`config.mk`:
```
export PLATFORM = sky130hd
export DESIGN_NAME = trio_deletion_run_detector_top
export DESIGN_NICKNAME = d
export VERILOG_FILES = /design/src/design/tdrd_pkg.sv /design/src/design/tdrd_classify.sv /design/src/design/tdrd_runs.sv /design/src/design/trio_deletion_run_detector_top.sv
export SDC_FILE = /design/constraint.sdc
export NUM_CORES = 1
export LEC_CHECK = 0
export ABC_AREA = 1
export BUFFER_PORTS_ARGS = -buffer_cell sky130_fd_sc_hd__buf_2
export CELL_PAD_IN_SITES_DETAIL_PLACEMENT = 0
export CELL_PAD_IN_SITES_GLOBAL_PLACEMENT = 1
export CORE_MARGIN = 3
export CORE_UTILIZATION = 33
export CTS_BUF_LIST = sky130_fd_sc_hd__clkbuf_16
export CTS_CLUSTER_DIAMETER = 80
export DETAILED_ROUTE_END_ITERATION = 8
export PLACE_DENSITY_LB_ADDON = 0.05
export RECOVER_POWER = 25
export SLEW_MARGIN = 30
export SYNTH_ARGS = -nofsm -noshare
export SYNTH_HDL_FRONTEND = slang
export SYNTH_SLANG_ARGS = --single-unit
```
`constraint.sdc`:
```
create_clock -name clk -period 10.4 [get_ports clk]
set_clock_uncertainty 0.05 [all_clocks]
set_input_delay 1.04 -clock clk [delete_from_list [all_inputs] [get_ports clk]]
set_output_delay 1.04 -clock clk [all_outputs]
set_load 0.1 [all_outputs]
```
`src/design/tdrd_pkg.sv`:
```
// shared types, category codes and classification functions for the trio deletion run detector
`default_nettype none
package tdrd_pkg;

    localparam int MinSpanReset = 2;
    localparam int SpanW = 16;

    typedef enum logic [2:0] {
        CAT_NONE = 3'd0,
        CAT_A    = 3'd1,
        CAT_B    = 3'd2,
        CAT_C    = 3'd3,
        CAT_D    = 3'd4,
        CAT_E    = 3'd5,
        CAT_F    = 3'd6,
        CAT_G    = 3'd7
    } cat_t;

    localparam logic [7:0] MISSING_ALLELE = 8'hFF;

    typedef struct packed {
        logic        parent;
        logic [5:0]  run_chrom;
        logic [31:0] start_pos;
        logic [31:0] end_pos;
        logic [15:0] run_length;
        logic        last;
    } result_t;

    function automatic logic s_hom(input logic [2:0] b);
        return (b[0] == b[1]) && !b[2];
    endfunction

    function automatic logic s_mis(input logic [2:0] b);
        return b == 3'b111;
    endfunction

    function automatic logic s_het(input logic [2:0] b);
        return !b[0] && b[1];
    endfunction

    function automatic cat_t classify_snp(input logic [2:0] c, input logic [2:0] m,
                                          input logic [2:0] d);
        logic cd;
        logic dd;
        logic md;
        cd = s_hom(c) || s_mis(c);
        dd = s_hom(d) || s_mis(d);
        md = s_hom(m) || s_mis(m);
        if (s_hom(d) && d[0] == c[0] && s_hom(c) && s_hom(m) && m[0] != c[0]) return CAT_A;
        if (s_mis(d) && s_hom(c) && s_hom(m) && m[0] != c[0]) return CAT_A;
        if (s_hom(m) && m[0] == c[0] && s_hom(c) && s_hom(d) && d[0] != c[0]) return CAT_B;
        if (s_mis(m) && s_hom(c) && s_hom(d) && d[0] != c[1]) return CAT_B;
        if (s_hom(d) && s_hom(m) && d[0] == m[0] &&
            (s_het(c) || (s_hom(c) && d[0] != c[0]))) return CAT_C;
        if (s_hom(d) && s_mis(m) && d[0] != c[0] && s_hom(c)) return CAT_C;
        if (s_hom(m) && s_mis(d) && m[0] != c[0] && s_hom(c)) return CAT_C;
        if (cd && dd && md) return CAT_D;
        if (cd && s_het(d) && md) return CAT_E;
        if (cd && s_het(m) && dd) return CAT_F;
        if (s_het(c) || (s_het(m) && s_het(d))) return CAT_G;
        return CAT_NONE;
    endfunction

    function automatic cat_t classify_ms(input logic [15:0] c, input logic [15:0] m,
                                         input logic [15:0] d);
        logic ce;
        logic me;
        logic de;
        logic mm;
        logic dm;
        ce = c[7:0] == c[15:8];
        me = m[7:0] == m[15:8];
        de = d[7:0] == d[15:8];
        mm = m[7:0] == MISSING_ALLELE && m[15:8] == MISSING_ALLELE;
        dm = d[7:0] == MISSING_ALLELE && d[15:8] == MISSING_ALLELE;
        if (de && d[7:0] == c[7:0] && ce && me && m[7:0] != c[7:0]) return CAT_A;
        if (dm && ce && me && m[7:0] != c[7:0]) return CAT_A;
        if (me && m[7:0] == c[7:0] && ce && de && d[7:0] != c[7:0]) return CAT_B;
        if (mm && ce && de && d[7:0] != c[15:8]) return CAT_B;
        if (de && me && d[7:0] == m[7:0] && (!ce || d[7:0] != c[7:0])) return CAT_C;
        if (de && mm && d[7:0] != c[7:0] && ce) return CAT_C;
        if (me && dm && m[7:0] != c[7:0] && ce) return CAT_C;
        if (ce && de && me) return CAT_D;
        if (ce && !de && me) return CAT_E;
        if (ce && !me && de) return CAT_F;
        if (!ce || (!me && !de)) return CAT_G;
        return CAT_NONE;
    endfunction

endpackage
`default_nettype wire

```
`src/design/tdrd_classify.sv`:
```
// input register and genotype category classification
`default_nettype none
module tdrd_classify
    import tdrd_pkg::*;
(
    input  wire logic        clk,
    input  wire logic        rst_n,
    input  wire logic        load,
    input  wire logic [5:0]  chrom,
    input  wire logic [31:0] position,
    input  wire logic        classify_ok,
    input  wire logic        scan_ok,
    input  wire logic        is_microsat,
    input  wire logic [2:0]  child_bits,
    input  wire logic [2:0]  mother_bits,
    input  wire logic [2:0]  father_bits,
    input  wire logic [15:0] child_alleles,
    input  wire logic [15:0] mother_alleles,
    input  wire logic [15:0] father_alleles,
    input  wire logic        last_marker,
    output logic             item_valid,
    output cat_t             cat,
    output logic [5:0]       item_chrom,
    output logic [31:0]      item_pos,
    output logic             item_scan,
    output logic             item_last
);

    logic        valid_reg;
    logic [5:0]  chrom_reg;
    logic [31:0] pos_reg;
    logic        cls_reg;
    logic        scan_reg;
    logic        micro_reg;
    logic [2:0]  cb_reg;
    logic [2:0]  mb_reg;
    logic [2:0]  fb_reg;
    logic [15:0] ca_reg;
    logic [15:0] ma_reg;
    logic [15:0] fa_reg;
    logic        last_reg;

    always_ff @(posedge clk or negedge rst_n)
    begin
        if (!rst_n)
        begin
            valid_reg <= 1'b0;
        end
        else
        begin
            valid_reg <= load;
        end
    end

    always_ff @(posedge clk)
    begin
        if (load)
        begin
            chrom_reg <= chrom;
            pos_reg   <= position;
            cls_reg   <= classify_ok;
            scan_reg  <= scan_ok;
            micro_reg <= is_microsat;
            cb_reg    <= child_bits;
            mb_reg    <= mother_bits;
            fb_reg    <= father_bits;
            ca_reg    <= child_alleles;
            ma_reg    <= mother_alleles;
            fa_reg    <= father_alleles;
            last_reg  <= last_marker;
        end
    end

    always_comb
    begin
        if (!cls_reg)
        begin
            cat = CAT_NONE;
        end
        else if (micro_reg)
        begin
            cat = classify_ms(ca_reg, ma_reg, fa_reg);
        end
        else
        begin
            cat = classify_snp(cb_reg, mb_reg, fb_reg);
        end
    end

    assign item_valid = valid_reg;
    assign item_chrom = chrom_reg;
    assign item_pos   = pos_reg;
    assign item_scan  = scan_reg;
    assign item_last  = last_reg;

endmodule
`default_nettype wire

```
`src/design/tdrd_runs.sv`:
```
// run state update and result queue of two entries
`default_nettype none
module tdrd_runs
    import tdrd_pkg::*;
(
    input  wire logic             clk,
    input  wire logic             rst_n,
    input  wire logic [SpanW-1:0] min_span_val,
    input  wire logic             item_valid,
    input  wire cat_t             cat,
    input  wire logic [5:0]       item_chrom,
    input  wire logic [31:0]      item_pos,
    input  wire logic             item_scan,
    input  wire logic             item_last,
    output logic                  busy,
    output logic                  out_valid,
    output result_t               out_data,
    input  wire logic             out_take
);

    logic [5:0]  chrom_reg;
    logic        seen_reg;
    logic [31:0] mstart_reg;
    logic [31:0] mend_reg;
    logic [15:0] mcnt_reg;
    logic [31:0] pstart_reg;
    logic [31:0] pend_reg;
    logic [15:0] pcnt_reg;
    logic [5:0]  chrom_next;
    logic        seen_next;
    logic [31:0] mstart_next;
    logic [31:0] mend_next;
    logic [15:0] mcnt_next;
    logic [31:0] pstart_next;
    logic [31:0] pend_next;
    logic [15:0] pcnt_next;

    result_t     q_reg [2];
    logic [1:0]  qn_reg;
    result_t     q_next [2];
    logic [1:0]  qn_next;

    logic [15:0] need;
    logic        mat_grow;
    logic        pat_grow;
    logic        chg;
    logic        r0_v;
    logic        r1_v;
    logic        r2_v;
    logic        r3_v;
    logic        r4_v;
    logic        r5_v;
    result_t     r0;
    result_t     r1;
    result_t     r2;
    result_t     r3;
    result_t     r4;
    result_t     r5;
    result_t     list [6];
    logic        lv [6];
    result_t     n0;
    result_t     n1;
    logic [1:0]  cnt;
    logic [15:0] mc_a;
    logic [15:0] pc_a;

    assign need = (min_span_val == '0) ? 16'd1 : min_span_val;

    function automatic logic rep_ok(input logic [15:0] c, input logic [15:0] n);
        return (c != '0) && (c >= n);
    endfunction

    always_comb
    begin
        chrom_next  = chrom_reg;
        seen_next   = seen_reg;
        mstart_next = mstart_reg;
        mend_next   = mend_reg;
        mcnt_next   = mcnt_reg;
        pstart_next = pstart_reg;
        pend_next   = pend_reg;
        pcnt_next   = pcnt_reg;
        chg         = item_scan && seen_reg && (chrom_reg != item_chrom);
        mat_grow    = (cat == CAT_A) || (cat == CAT_D) ||
                      ((cat == CAT_E) && ((chg ? 16'd0 : pcnt_reg) == '0));
        pat_grow    = !mat_grow && ((cat == CAT_B) ||
                      ((cat == CAT_F) && ((chg ? 16'd0 : mcnt_reg) == '0)));
        r0 = '{1'b0, chrom_reg, mstart_reg, mend_reg, mcnt_reg, 1'b0};
        r1 = '{1'b1, chrom_reg, pstart_reg, pend_reg, pcnt_reg, 1'b0};
        r0_v = chg && rep_ok(mcnt_reg, need);
        r1_v = chg && rep_ok(pcnt_reg, need);
        mc_a = chg ? 16'd0 : mcnt_reg;
        pc_a = chg ? 16'd0 : pcnt_reg;
        if (chg)
        begin
            mstart_next = '0;
            mend_next   = '0;
            mcnt_next   = '0;
            pstart_next = '0;
            pend_next   = '0;
            pcnt_next   = '0;
        end
        r2 = '{1'b0, item_chrom, mstart_reg, mend_reg, mcnt_reg, 1'b0};
        r3 = '{1'b1, item_chrom, pstart_reg, pend_reg, pcnt_reg, 1'b0};
        r2_v = 1'b0;
        r3_v = 1'b0;
        if (item_scan)
        begin
            chrom_next = item_chrom;
            seen_next  = 1'b1;
            if (mat_grow)
            begin
                if (mc_a == '0)
                begin
                    mstart_next = item_pos;
                end
                mend_next = item_pos;
                mcnt_next = (mc_a == 16'hFFFF) ? mc_a : mc_a + 16'd1;
                r3_v = rep_ok(pc_a, need);
                pstart_next = '0;
                pend_next   = '0;
                pcnt_next   = '0;
            end
            else if (pat_grow)
            begin
                if (pc_a == '0)
                begin
                    pstart_next = item_pos;
                end
                pend_next = item_pos;
                pcnt_next = (pc_a == 16'hFFFF) ? pc_a : pc_a + 16'd1;
                r2_v = rep_ok(mc_a, need);
                mstart_next = '0;
                mend_next   = '0;
                mcnt_next   = '0;
            end
            else
            begin
                r2_v = rep_ok(mc_a, need);
                r3_v = rep_ok(pc_a, need);
                mstart_next = '0;
                mend_next   = '0;
                mcnt_next   = '0;
                pstart_next = '0;
                pend_next   = '0;
                pcnt_next   = '0;
            end
        end
        r4 = '{1'b1, chrom_next, pstart_next, pend_next, pcnt_next, 1'b0};
        r5 = '{1'b0, chrom_next, mstart_next, mend_next, mcnt_next, 1'b0};
        r4_v = item_last && rep_ok(pcnt_next, need);
        r5_v = item_last && rep_ok(mcnt_next, need);
        if (item_last)
        begin
            chrom_next  = '0;
            seen_next   = 1'b0;
            mstart_next = '0;
            mend_next   = '0;
            mcnt_next   = '0;
            pstart_next = '0;
            pend_next   = '0;
            pcnt_next   = '0;
        end
        list[0] = r0;
        list[1] = r1;
        list[2] = r2;
        list[3] = r3;
        list[4] = r4;
        list[5] = r5;
        lv[0] = r0_v;
        lv[1] = r1_v;
        lv[2] = r2_v;
        lv[3] = r3_v;
        lv[4] = r4_v;
        lv[5] = r5_v;
        n0  = r0;
        n1  = r0;
        cnt = 2'd0;
        for (int i = 0; i < 6; i++)
        begin
            if (lv[i] && cnt == 2'd0)
            begin
                n0  = list[i];
                cnt = 2'd1;
            end
            else if (lv[i] && cnt == 2'd1)
            begin
                n1  = list[i];
                cnt = 2'd2;
            end
        end
        if (cnt == 2'd1)
        begin
            n0.last = 1'b1;
        end
        n1.last = 1'b1;
    end

    always_comb
    begin
        q_next[0] = q_reg[0];
        q_next[1] = q_reg[1];
        qn_next   = qn_reg;
        if (out_take)
        begin
            q_next[0] = q_reg[1];
            qn_next   = qn_reg - 2'd1;
        end
        if (item_valid)
        begin
            if (qn_next == 2'd0)
            begin
                q_next[0] = n0;
                q_next[1] = n1;
            end
            else
            begin
                q_next[1] = n0;
            end
            qn_next = qn_next + cnt;
        end
    end

    always_ff @(posedge clk or negedge rst_n)
    begin
        if (!rst_n)
        begin
            chrom_reg  <= '0;
            seen_reg   <= 1'b0;
            mstart_reg <= '0;
            mend_reg   <= '0;
            mcnt_reg   <= '0;
            pstart_reg <= '0;
            pend_reg   <= '0;
            pcnt_reg   <= '0;
            qn_reg     <= '0;
        end
        else
        begin
            if (item_valid)
            begin
                chrom_reg  <= chrom_next;
                seen_reg   <= seen_next;
                mstart_reg <= mstart_next;
                mend_reg   <= mend_next;
                mcnt_reg   <= mcnt_next;
                pstart_reg <= pstart_next;
                pend_reg   <= pend_next;
                pcnt_reg   <= pcnt_next;
            end
            qn_reg <= qn_next;
        end
    end

    always_ff @(posedge clk)
    begin
        q_reg[0] <= q_next[0];
        q_reg[1] <= q_next[1];
    end

    // a stage item may add two results, so accept only when the queue ends this cycle empty
    assign busy      = qn_next != 2'd0;
    assign out_valid = qn_reg != 2'd0;
    assign out_data  = q_reg[0];

endmodule
`default_nettype wire

```
`src/design/trio_deletion_run_detector_top.sv`:
```
// top level of the trio deletion run detector
//
// one marker of a parent-child trio enters per transaction on the input channel
// (valid/stall); maternal and paternal deletion runs that close with at least
// min_span markers leave as result transactions on the output channel
// (valid/stall), at most two per marker, the final one flagged by last
// min_span is written through its own valid/ready channel; the user must write it
// only while the block is idle, the block itself does not enforce this
// a marker is registered, then classified, and its run update plus results are
// written into a two-entry result queue whose head drives the output channel
// throughput: one marker per cycle while the receiver keeps up and markers close
// no runs; a marker is taken only while the result queue can hold whatever the
// marker in flight and the new one may produce, so reported runs stall the input
// until the queue drains; when the receiver stalls, results stay in the queue,
// stall rises on the input side and nothing is lost
// reset clears all runs, the queue and sets min_span to MIN_SPAN_RESET (default 2)
`default_nettype none
module trio_deletion_run_detector_top
    import tdrd_pkg::*;
#(
    parameter int MIN_SPAN_RESET = MinSpanReset
)
(
    input  wire logic             clk,
    input  wire logic             rst_n,
    input  wire logic             in_valid,
    output logic                  in_stall,
    input  wire logic [5:0]       chrom,
    input  wire logic [31:0]      position,
    input  wire logic             classify_ok,
    input  wire logic             scan_ok,
    input  wire logic             is_microsat,
    input  wire logic [2:0]       child_bits,
    input  wire logic [2:0]       mother_bits,
    input  wire logic [2:0]       father_bits,
    input  wire logic [15:0]      child_alleles,
    input  wire logic [15:0]      mother_alleles,
    input  wire logic [15:0]      father_alleles,
    input  wire logic             last_marker,
    output logic                  out_valid,
    input  wire logic             out_stall,
    output logic                  parent,
    output logic [5:0]            run_chrom,
    output logic [31:0]           start_pos,
    output logic [31:0]           end_pos,
    output logic [15:0]           run_length,
    output logic                  last,
    input  wire logic             cfg_valid,
    output logic                  cfg_ready,
    input  wire logic [SpanW-1:0] cfg_data
);

    logic [SpanW-1:0] min_span_reg;
    logic             load;
    logic             item_valid;
    cat_t             cat;
    logic [5:0]       item_chrom;
    logic [31:0]      item_pos;
    logic             item_scan;
    logic             item_last;
    logic             busy;
    result_t          res;

    always_ff @(posedge clk or negedge rst_n)
    begin
        if (!rst_n)
        begin
            min_span_reg <= SpanW'(MIN_SPAN_RESET);
        end
        else if (cfg_valid && cfg_ready)
        begin
            min_span_reg <= cfg_data;
        end
    end

    assign cfg_ready = 1'b1;
    assign in_stall  = busy;
    assign load      = in_valid && !in_stall;

    tdrd_classify u_classify (
        .clk            (clk),
        .rst_n          (rst_n),
        .load           (load),
        .chrom          (chrom),
        .position       (position),
        .classify_ok    (classify_ok),
        .scan_ok        (scan_ok),
        .is_microsat    (is_microsat),
        .child_bits     (child_bits),
        .mother_bits    (mother_bits),
        .father_bits    (father_bits),
        .child_alleles  (child_alleles),
        .mother_alleles (mother_alleles),
        .father_alleles (father_alleles),
        .last_marker    (last_marker),
        .item_valid     (item_valid),
        .cat            (cat),
        .item_chrom     (item_chrom),
        .item_pos       (item_pos),
        .item_scan      (item_scan),
        .item_last      (item_last)
    );

    tdrd_runs u_runs (
        .clk          (clk),
        .rst_n        (rst_n),
        .min_span_val (min_span_reg),
        .item_valid   (item_valid),
        .cat          (cat),
        .item_chrom   (item_chrom),
        .item_pos     (item_pos),
        .item_scan    (item_scan),
        .item_last    (item_last),
        .busy         (busy),
        .out_valid    (out_valid),
        .out_data     (res),
        .out_take     (out_valid && !out_stall)
    );

    assign parent     = res.parent;
    assign run_chrom  = res.run_chrom;
    assign start_pos  = res.start_pos;
    assign end_pos    = res.end_pos;
    assign run_length = res.run_length;
    assign last       = res.last;

endmodule
`default_nettype wire

```
==> qor.csv <==
metric,value,unit
via count,27189,
max reg flops,176,
status,"finished, violations left",
grt peak-use layer,met2,
CP required,9.31,ns
RD Place Congestion,0.841,
synthesized area,30600,um2
Rel. slew slack,-291,%
I/O Buffers,209,
P_leak,13.6,nW
placed cell area,31900,um2
Nets,4086,
met3 Use GR,3.83,%
pwr/cell area,281,nW/um2
setup TNS,0,ns
Initial Utilization,33.3,%
Crit-path slowest cell,buf_2,
top-level I/O count,211,
Synth-to-Final Area Change,11.4,%
"Clk Latency, worst-skew pair",0.67,ns
GR Overflow Total,0,
Die H,310,um
number of CTS-inserted buffers,61,
Hold WS,0.498,ns
design area,34100,um2
"antenna viol nets, final",0,
# Max-Cap Violations,2,
core footprint,91800,um2
failing checks,"capacitance limit, slew limit",
initial antenna violation count,2,
"most used cell, CP",nand2_1,
Routed WL,110000,um
CTS tree,done,
synthesized area per cell,7.84,um2
"Max FO, Critical Path",24,
syn_nets,4134,
hold_buf cts,0,
RSZ-0062 raised after global routing,no,
Tot GR Track Use,22.8,%
Finish-stage setup viols,0,
HP Class,in2reg,
Seq cells post-synth,461,
worst-margin pin slew,5.86,ns
post-synthesis cell count,3902,
Fin. Hold Viols,0,
max frequency,0.107,GHz
clock root buffer,clkbuf_16,
Worst Path Arrival,8.26,ns
Sink Count,461,
Worst setup EP type,primary output,
num rows,111,
DPL Wire Length,69800,um
layout cells sized above 1,12.6,%
clock-pin slew on the worst setup and hold paths,0.06,ns
sequential fraction of the synthesis area,39.3,%
Synth cell types,59,
1st-iter DRT viols,1995,
H-tree depth,2,
Pins Over Slew Limit,133,
most frequent cells in the layout,"771 x nand2_1, 485 x o21ai_0, 457 x inv_1",
met1 GRT Util,31.1,%
crit-path leading delay family,simple AND/OR/NAND/NOR gates,
Worst path max stage delay,0.50,ns
Worst VDD drop,0.000203,V
first-pass GRT wire length,168000,um
die area,96400,um2
vias in the first global route,26702,
DRT Pass-1 Iters,5,
min Tclk post-route,9.35,ns
CTS max path bufs,3,
synth warn,0,
worst setup path class,reg2out,
met2 Use GR,36.4,%
Worst Setup Start Kind,flip-flop,
vias per inst,5.28,
Die X,310,um
Worst Path Buf+Inv,8,
"most common cell after layout, fill and taps aside",nand2_1,
fin crit share,89.9,%
wire per inst,21.4,um
DRC viols,0,
largest net degree at the start of global routing,169,
-- area by class of cell --
class | instances | area [um2]
Tap cell | 1243 | 1560
Multi-Input combinational cell | 2611 | 15100
Clock inverter | 53 | 599
Timing Repair Buffer | 250 | 1430
Fill cell | 9599 | 57700
Sequential cell | 461 | 12000
Antenna cell | 1 | 2.50
Inverter | 469 | 1760
Clock buffer | 62 | 1550
-- report_power, final --
part | total [mW] | leakage (nW) | internal (mW) | switching, mW
logic | 4.29 | 7.50 | 1.01 | 3.27
registers | 2.98 | 5.01 | 2.55 | 0.432
clock network | 2.29 | 1.11 | 1.42 | 0.874
-- Yosys cell counts (all sizes together) --
library cell  instances  area (um2)
dfrtp               185        4630
o32ai                 5        43.8
or2                   1        6.26
nor2                144         583
dfstp                 1        26.3
xnor2                19         174
a211oi                3        22.5
and2                  3        18.8
a21o                  1        7.51
o21bai                3        22.5
nand2               781        2950
o31ai                 3        22.5
o21a                  4        30.0
conb                  1        3.75
nor4                  5        31.3
nor3                 16        85.1
o31a                  1        8.76
o221a                 1        11.3
a21oi                44         228
xor2                 13         114
ha                  112        1400
o21ai               606        3040
a31oi                 4        25.0
a2111oi               1        8.76
mux2                 88         991
a31o                  1        8.76
nand4                51         334
nand3               135         726
o2111ai              33         289
clkinv                3        11.3
o41ai                 2        17.5
o221ai                2        17.5
edfxtp              187        5620
o22ai               161        1010
o211ai              359        2740
nand3b                4        30.0
buf                 166        1040
inv                 466        1750
a21boi                4        30.0
clkbuf              195         733
dfxtp                88        1760
-- routing by layer --
metal | wire length, um | share of wire [%] | up-vias
li1 | - | - | 13490
met1 | 51400 | 47 | 12851
met2 | 49300 | 45 | 657
met3 | 5800 | 5.3 | 189
met4 | 3800 | 3.4 | 2
met5 | 13 | 0.012 | -
-- cells by family after synthesis --
family	count (synthesis)	share of synthesized area [%]
flip-flops	461	39.3
adder cells (fa/ha/maj)	112	4.58
multiplexers	88	3.24
AO/OA/AOI/OAI	1238	24.8
XOR/XNOR	32	0.941
AND/OR/NAND/NOR	1140	15.6
other	1	0.0123
buffers and inverters	830	11.6
-- through the flow --
| step | utilization, % | setup WS (ns) | power [mW] | instances |
|---|---|---|---|---|
| 2_1_floorplan | - | 0.827 | 6.44 | 3902 |
| 3_3_place_gp | 34.7 | 1.63 | 7.36 | 5033 |
| 3_5_place_dp | 34.8 | 1.47 | 7.34 | 5034 |
| 4_1_cts | 37.1 | 0.668 | 9.68 | 5149 |
| 5_1_grt | 37.1 | 0.0507 | 10.2 | 5150 |
| 6_report | 37.1 | 1.05 | 9.56 | 5150 |
-- worst paths after layout --
kind	startpoint	to	slack, ns	depth (start not counted)
max	u_runs.chrom_reg[4]	in_stall	1.05	48
min	mother_bits[2]	u_classify.mb_reg[2]	0.50	1
max reg2reg	u_runs.chrom_reg[4]	u_classify.item_last	2.03	46
min reg2reg	min_span_reg[0]	min_span_reg[0]	0.50	2
max in group asynchronous	rst_n	u_classify.item_valid	2.95	3
min in group asynchronous	rst_n	u_runs.pend_reg[11]	2.46	1
-- timing repair --
item,4_1_cts,5_1_grt
gates resized for setup,0,1
buffers inserted,0,0
endpoints found under the setup margin,0,1
-- worst register-to-register path: cells and delay by family, from the launching register on --
| family | cells | cell delay, ns |
|---|---|---|
| compound gates | 10 | 1.37 |
| xor+xnor | 1 | 0.09 |
| fa+ha+maj | 3 | 0.83 |
| buf+inv | 7 | 1.07 |
| flops | 1 | 0.41 |
| simple gates | 25 | 4.15 |
Note: power is estimated with default switching activity, not from simulation.
